==> config.mk <==
export PLATFORM = sky130hd
export DESIGN_NAME = mcg_beat_timer
export DESIGN_NICKNAME = d
export VERILOG_FILES = /design/src/rtl/mcg_pkg.sv /design/src/rtl/mcg_beat_timer.sv
export SDC_FILE = /design/constraint.sdc
export NUM_CORES = 1
export LEC_CHECK = 0
export ABC_AREA = 1
export ABC_CLOCK_PERIOD_IN_PS = 4500
export BUFFER_PORTS_ARGS = -buffer_cell sky130_fd_sc_hd__buf_2
export CAP_MARGIN = 30
export CORE_MARGIN = 2
export CORE_UTILIZATION = 30
export CTS_CLUSTER_DIAMETER = 30
export DETAILED_ROUTE_END_ITERATION = 7
export SLEW_MARGIN = 20
export SYNTH_ARGS = -nofsm -noshare
export SYNTH_HDL_FRONTEND = slang
export SYNTH_SLANG_ARGS = --single-unit
==> constraint.sdc <==
create_clock -name clk -period 4.5 [get_ports clk]
set_input_delay 0.45 -clock clk [delete_from_list [all_inputs] [get_ports clk]]
set_output_delay 0.45 -clock clk [all_outputs]
set_load 0.01 [all_outputs]
==> src/rtl/mcg_pkg.sv <==
`timescale 1ns / 1ps
// ----------------------------------------------------------------------------
// mcg_pkg: shared types and constants of the metronome click generator
// Holds the request kinds, register indexes, field widths, the configuration
// and per-frame control structs, and small helper functions.
// ----------------------------------------------------------------------------
package mcg_pkg;

	// Sound memory geometry and beat limits.
	localparam int SOUND_DEPTH  = 8192;
	localparam int ADDR_W       = 13;
	localparam int FRAME_W      = 14;
	localparam int MAX_BEATS    = 12;
	localparam int PATTERN_BITS = 12;
	localparam int SAMPLE_W     = 16;

	// Configuration register widths.
	localparam int SPB_W       = 17;
	localparam int BIM_W       = 4;
	localparam int LEN_W       = 14;
	localparam int CFG_DATA_W  = 17;
	localparam int CFG_INDEX_W = 3;

	typedef enum logic [1:0] {
		KIND_TICK  = 2'd0,
		KIND_LOAD  = 2'd1,
		KIND_START = 2'd2,
		KIND_STOP  = 2'd3
	} kind_t;

	typedef enum logic [CFG_INDEX_W-1:0] {
		REG_BEAT_PERIOD      = 3'd0,
		REG_BEATS_IN_MEASURE = 3'd1,
		REG_ACCENT_PATTERN   = 3'd2,
		REG_NORMAL_LENGTH    = 3'd3,
		REG_ACCENT_LENGTH    = 3'd4,
		REG_STEREO_FLAGS     = 3'd5
	} reg_index_t;

	typedef struct packed {
		logic [SPB_W-1:0]        beat_period;
		logic [BIM_W-1:0]        beats_in_measure;
		logic [PATTERN_BITS-1:0] accent_pattern;
		logic [LEN_W-1:0]        normal_length;
		logic [LEN_W-1:0]        accent_length;
		logic [1:0]              stereo_flags;
	} cfg_t;

	// Control that travels with one frame from the timer to the mixer.
	typedef struct packed {
		logic             normal_on;
		logic             normal_stereo;
		logic             accent_on;
		logic             accent_stereo;
		logic             beat_start;
		logic [BIM_W-1:0] beat_number;
		logic             beat_accented;
		logic             is_running;
	} frame_ctrl_t;

	// Builds a lookup of v mod m for 4-bit v and m by counting, no divider.
	function automatic logic [1023:0] build_mod_lut();
		logic [1023:0] t;
		logic [3:0]    r;
		t = '0;
		for (int m = 1; m < 16; m++) begin
			r = 4'd0;
			for (int v = 0; v < 16; v++) begin
				t[(v * 16 + m) * 4 +: 4] = r;
				r = ((r + 4'd1) == 4'(m)) ? 4'd0 : r + 4'd1;
			end
		end
		return t;
	endfunction

	localparam logic [1023:0] MOD_LUT = build_mod_lut();

	function automatic logic [BIM_W-1:0] mod_wrap(input logic [3:0] v, input logic [3:0] m);
		return MOD_LUT[{v, m, 2'b00} +: 4];
	endfunction

	// Clamps a sound length to what the memory holds in mono or stereo layout.
	function automatic logic [FRAME_W-1:0] cap_length(input logic [LEN_W-1:0] len,
		input logic stereo);
		logic [FRAME_W-1:0] cap;
		cap = stereo ? FRAME_W'(SOUND_DEPTH / 2) : FRAME_W'(SOUND_DEPTH);
		return (len > cap) ? cap : len;
	endfunction

	// Saturates a 17-bit sum to a 16-bit sample.
	function automatic logic signed [SAMPLE_W-1:0] sat16(input logic signed [SAMPLE_W:0] v);
		if (v > 17'sd32767) begin
			return 16'sh7FFF;
		end else if (v < -17'sd32768) begin
			return 16'sh8000;
		end
		return v[SAMPLE_W-1:0];
	endfunction

endpackage

==> src/rtl/mcg_beat_timer.sv <==
`timescale 1ns / 1ps
// ----------------------------------------------------------------------------
// mcg_beat_timer: beat countdown, beat index and voice playback positions
// Updates on start, stop and, while running, tick requests; gives the sound
// memory read addresses and the control for the frame being produced.
// ----------------------------------------------------------------------------
module mcg_beat_timer (
	input  logic                        clk,
	input  logic                        arst_n,
	input  mcg_pkg::cfg_t               cfg,
	input  logic                        tick_fire,
	input  logic                        start_fire,
	input  logic                        stop_fire,
	output mcg_pkg::frame_ctrl_t        ctrl,
	output logic [mcg_pkg::ADDR_W-1:0]  normal_addr_a,
	output logic [mcg_pkg::ADDR_W-1:0]  normal_addr_b,
	output logic [mcg_pkg::ADDR_W-1:0]  accent_addr_a,
	output logic [mcg_pkg::ADDR_W-1:0]  accent_addr_b
);

	logic                          running_q;
	logic [mcg_pkg::SPB_W-1:0]     countdown_q;
	logic [mcg_pkg::BIM_W-1:0]     position_q;
	logic                          normal_playing_q;
	logic [mcg_pkg::FRAME_W-1:0]   normal_frame_q;
	logic                          accent_playing_q;
	logic [mcg_pkg::FRAME_W-1:0]   accent_frame_q;

	logic                          beat_now;
	logic                          accented;
	logic [mcg_pkg::BIM_W-1:0]     bim_eff;
	logic [mcg_pkg::BIM_W-1:0]     position_next;
	logic [mcg_pkg::SPB_W-1:0]     countdown_next;
	logic                          normal_play0;
	logic                          accent_play0;
	logic [mcg_pkg::FRAME_W-1:0]   normal_frame0;
	logic [mcg_pkg::FRAME_W-1:0]   accent_frame0;
	logic [mcg_pkg::FRAME_W-1:0]   normal_len;
	logic [mcg_pkg::FRAME_W-1:0]   accent_len;
	logic [mcg_pkg::FRAME_W-1:0]   normal_frame_inc;
	logic [mcg_pkg::FRAME_W-1:0]   accent_frame_inc;
	logic                          normal_on;
	logic                          accent_on;

	// Beat decision and wrap of the beat index.
	always_comb begin
		beat_now = (countdown_q == '0);
		accented = (position_q < mcg_pkg::BIM_W'(mcg_pkg::PATTERN_BITS))
			&& cfg.accent_pattern[position_q];
		if (cfg.beats_in_measure == '0) begin
			bim_eff = mcg_pkg::BIM_W'(1);
		end else if (cfg.beats_in_measure > mcg_pkg::BIM_W'(mcg_pkg::MAX_BEATS)) begin
			bim_eff = mcg_pkg::BIM_W'(mcg_pkg::MAX_BEATS);
		end else begin
			bim_eff = cfg.beats_in_measure;
		end
		position_next  = mcg_pkg::mod_wrap(position_q + 4'd1, bim_eff);
		countdown_next = (cfg.beat_period == '0) ? '0
			: cfg.beat_period - mcg_pkg::SPB_W'(1);
	end

	// Voice restart on a beat, then one frame of playback per tick.
	always_comb begin
		normal_play0  = normal_playing_q;
		normal_frame0 = normal_frame_q;
		accent_play0  = accent_playing_q;
		accent_frame0 = accent_frame_q;
		if (beat_now && accented) begin
			accent_play0  = 1'b1;
			accent_frame0 = '0;
		end else if (beat_now) begin
			normal_play0  = 1'b1;
			normal_frame0 = '0;
		end
		normal_len       = mcg_pkg::cap_length(cfg.normal_length, cfg.stereo_flags[0]);
		accent_len       = mcg_pkg::cap_length(cfg.accent_length, cfg.stereo_flags[1]);
		normal_on        = normal_play0 && (normal_frame0 < normal_len);
		accent_on        = accent_play0 && (accent_frame0 < accent_len);
		normal_frame_inc = normal_frame0 + mcg_pkg::FRAME_W'(1);
		accent_frame_inc = accent_frame0 + mcg_pkg::FRAME_W'(1);
	end

	// Memory addresses; stereo words interleave left and right.
	always_comb begin
		if (cfg.stereo_flags[0]) begin
			normal_addr_a = {normal_frame0[mcg_pkg::ADDR_W-2:0], 1'b0};
		end else begin
			normal_addr_a = normal_frame0[mcg_pkg::ADDR_W-1:0];
		end
		normal_addr_b = {normal_frame0[mcg_pkg::ADDR_W-2:0], 1'b1};
		if (cfg.stereo_flags[1]) begin
			accent_addr_a = {accent_frame0[mcg_pkg::ADDR_W-2:0], 1'b0};
		end else begin
			accent_addr_a = accent_frame0[mcg_pkg::ADDR_W-1:0];
		end
		accent_addr_b = {accent_frame0[mcg_pkg::ADDR_W-2:0], 1'b1};
	end

	// Control for the frame; a stopped tick is silent with no beat.
	always_comb begin
		ctrl.normal_on     = running_q && normal_on;
		ctrl.normal_stereo = cfg.stereo_flags[0];
		ctrl.accent_on     = running_q && accent_on;
		ctrl.accent_stereo = cfg.stereo_flags[1];
		ctrl.beat_start    = running_q && beat_now;
		ctrl.beat_number   = (running_q && beat_now) ? position_q : '0;
		ctrl.beat_accented = running_q && beat_now && accented;
		ctrl.is_running    = running_q;
	end

	// State registers.
	always_ff @(posedge clk or negedge arst_n) begin
		if (!arst_n) begin
			running_q        <= 1'b0;
			countdown_q      <= '0;
			position_q       <= '0;
			normal_playing_q <= 1'b0;
			normal_frame_q   <= '0;
			accent_playing_q <= 1'b0;
			accent_frame_q   <= '0;
		end else if (start_fire) begin
			running_q   <= 1'b1;
			countdown_q <= '0;
			position_q  <= '0;
		end else if (stop_fire) begin
			running_q <= 1'b0;
		end else if (tick_fire && running_q) begin
			if (beat_now) begin
				countdown_q <= countdown_next;
				position_q  <= position_next;
			end else begin
				countdown_q <= countdown_q - mcg_pkg::SPB_W'(1);
			end
			normal_playing_q <= normal_on && (normal_frame_inc < normal_len);
			normal_frame_q   <= normal_on ? normal_frame_inc : normal_frame0;
			accent_playing_q <= accent_on && (accent_frame_inc < accent_len);
			accent_frame_q   <= accent_on ? accent_frame_inc : accent_frame0;
		end
	end

endmodule

==> out/results.ini <==
[critical_path]
endpoint_kind=primary output
r2r-start=position_q[0]
start_kind=register
cp-startpoint=countdown_q[0]
cp.arrival_ps=3640
path_max_fanout=19
path_class=reg -> out
required_ps=4050

[die]
rows=55
start_util_pct=30.38
fp.dieH_um=154.9
io_pins=131
core_um2=22500
die_x_um=154.9
die_area_um2=24010

[layout]
drive_gt1_share_pct=14.65
fin_cells=1493
num_antenna_cells=0
filler_cell_count=2502
multi_input_area_um2=4812
final_common_cell=nand2_1
synthToLayoutAreaGrowth_pct=14.13
final_area_um2=7801
final_cell_mix=346 x nand2_1, 128 x buf_2, 126 x inv_1, 126 x nand3_1, 94 x nor2_1
fin_util_pct=34.67
nets=1347
regArea_um2=1301

[placement]
gp_congestion=0.9234
pre_cts_ws_ps=529.5
place_hpwl_mm=16.46
dpl_cell_area_um2=7667
io_buffers=128
dpl.cell_count=1486

[clock_tree]
cts_max_level=2
clockBufferDepth=2
cts_root_buf=clkbuf_16
clk_pin_slew_worst_paths_ps=60
cts_num_sinks=52
insertion_delay_ps=290
hold_buffers=0
cts_setup_buffers=0
cts_tree=done
cts.repair.resized=0
cts_buffers=5

[timing]
finalCritPeriodShare_pct=90.91
min_period_ps=4091
max_freq_ghz=0.2444
setup_ws_ps=409.0
hold_violations=0
relSlewSlack_pct=48.80
setup_viol=0
skew_ps=5.103
tns_ps=0
drv_slew=0
rsz0062_at_grt=false
worstMarginPinSlew_ps=762.8

[synthesis]
ys_types=56
syn_avg_cell_area_um2=6.191
ys_warn_count=0
synth_cells=1104
synth_area_um2=6835
synth-seq-cells=52
ys_seq_area_share_pct=19.04

[routing]
met3_length_mm=1.070
viasPerCell=5.009
routed-via-count=7479
remaining_drc_errors=0
top_layer=met4
antenna_left=0
drt-wirelength-per-cell_um=13.81
wl_met1_mm=9.586
first_pass_iters=5
wl_mm=20.62
dr_wl_met2_mm=9.708
drt_iter0_markers=518

[pwr]
power.density_nw_per_um2=725.3
p_leak_uw=0.004304
vdd_drop_max_uv=258.6

[global_routing]
antenna_found_initial=0
grt_pass1_wl_mm=34.36
grt_pass1_vias=7014
grt_max_degree=53
grt_usage_pct=17.10
overflow=0

[hold_path]
worstHoldPathType=in -> async

[run]
cap_violations=0

[status]
status=finished, final reports clean

==> state kept, by name (all words and copies together), names as in the netlist <==
signal and count:
accent_frame_q 14, countdown_q 17, normal_playing_q 1, running_q 1, accent_playing_q 1, normal_frame_q 14, position_q 4
==> logic make-up after synthesis <==
| group | share of synthesized area, % |
|---|---|
| flip-flops | 19.04 |
| other | 0.05486 |
| XOR/XNOR | 3.588 |
| AND/OR/NAND/NOR | 40.98 |
| buffers and inverters | 10.65 |
| adder cells (fa/ha/maj) | 13.00 |
| AO/OA/AOI/OAI | 12.69 |
==> report_power, final <==
group / switching (uW) / internal, uW / total (uW)
Clock: 163 / 203 / 365
Combinational: 2890 / 1540 / 4420
Sequential: 214 / 658 / 871
Total: 3260 / 2400 / 5660
==> worst paths after layout <==
| kind | end | cells after the start | slack (ps) |
|---|---|---|---|
| worst max-delay path | ctrl[10] | 16 | 410 |
| worst min-delay path | normal_playing_q | 2 | 290 |
| worst max register to register | accent_playing_q | 21 | 610 |
| worst min register to register | normal_playing_q | 2 | 500 |
| max in group asynchronous | accent_frame_q[6] | 2 | 3740 |
| min in group clk | countdown_q[0] | 2 | 370 |
==> through the flow <==
step                      hold slack, ps  total power, uW
final                              289.2             5658
after global routing               358.0             6349
after CTS                          319.7             5679
after detailed placement           477.8             5283
after global placement             469.1             5262
after floorplan                    154.4             4116
==> critical path, cell delays in order, from the launching register on <==
cell and delay (ps):
dfrtp_1 380, inv_1 130, ha_1 190, nand2_1 70, nor3_1 190, nand2_2 110, nor2_4 130, nand3_4 230
inv_4 200, nor2_1 130, ha_1 300, nand2_1 80, nor4b_1 540, nand2_4 240, nand2_4 230, nor2_1 70
buf_2 140
==> routing by layer <==
layer / GRT usage, % / vias up
li1: - / 3859
met2: 29.44 / 209
met5: 0 / -
met1: 23.18 / 3390
met4: 3.439 / 0
met3: 1.950 / 21
==> layout make-up <==
class	count	share of cell area, %
clock buffers	6	1.652
clock inverters	1	0.06415
inverters	131	6.367
multi-input cells	882	61.68
flip-flops and latches	52	16.68
well taps	285	4.571
repair buffers	136	8.982
==> cells in the mapped netlist (all sizes together) <==
master     n  area [um^2]
dfrtp     52         1301
ha        71        888.4
nor2     103        421.7
xnor2      9        78.83
and2       1        6.260
o21bai     3        22.52
a211oi     7        52.55
inv      130        493.0
xor2      19        166.4
o221a      1        11.26
o221ai    12        105.1
conb       1        3.750
a32oi      2        17.52
o211ai     3        22.52
clkbuf    20        75.07
o21ai     58        290.3
nor4b      1        8.760
a2111oi    1        8.760
o21a       1        7.510
nand3b     3        22.52
buf       20        156.4
or2        5        31.28
a22oi      1        7.510
nand3    129        675.6
o2111ai    2        17.52
clkinv     1        3.750
nand2    354         1369
a21oi     35        178.9
o22ai      3        18.77
a32o       1        10.01
o31ai      1        7.510
a31oi      6        37.54
a311oi     1        8.760
o311ai     3        26.28
nand4     18        118.9
nor3      20        116.4
a21boi     1        7.510
a31o       1        8.760
nor4       4        31.28
(Power assumes the default switching activity.)
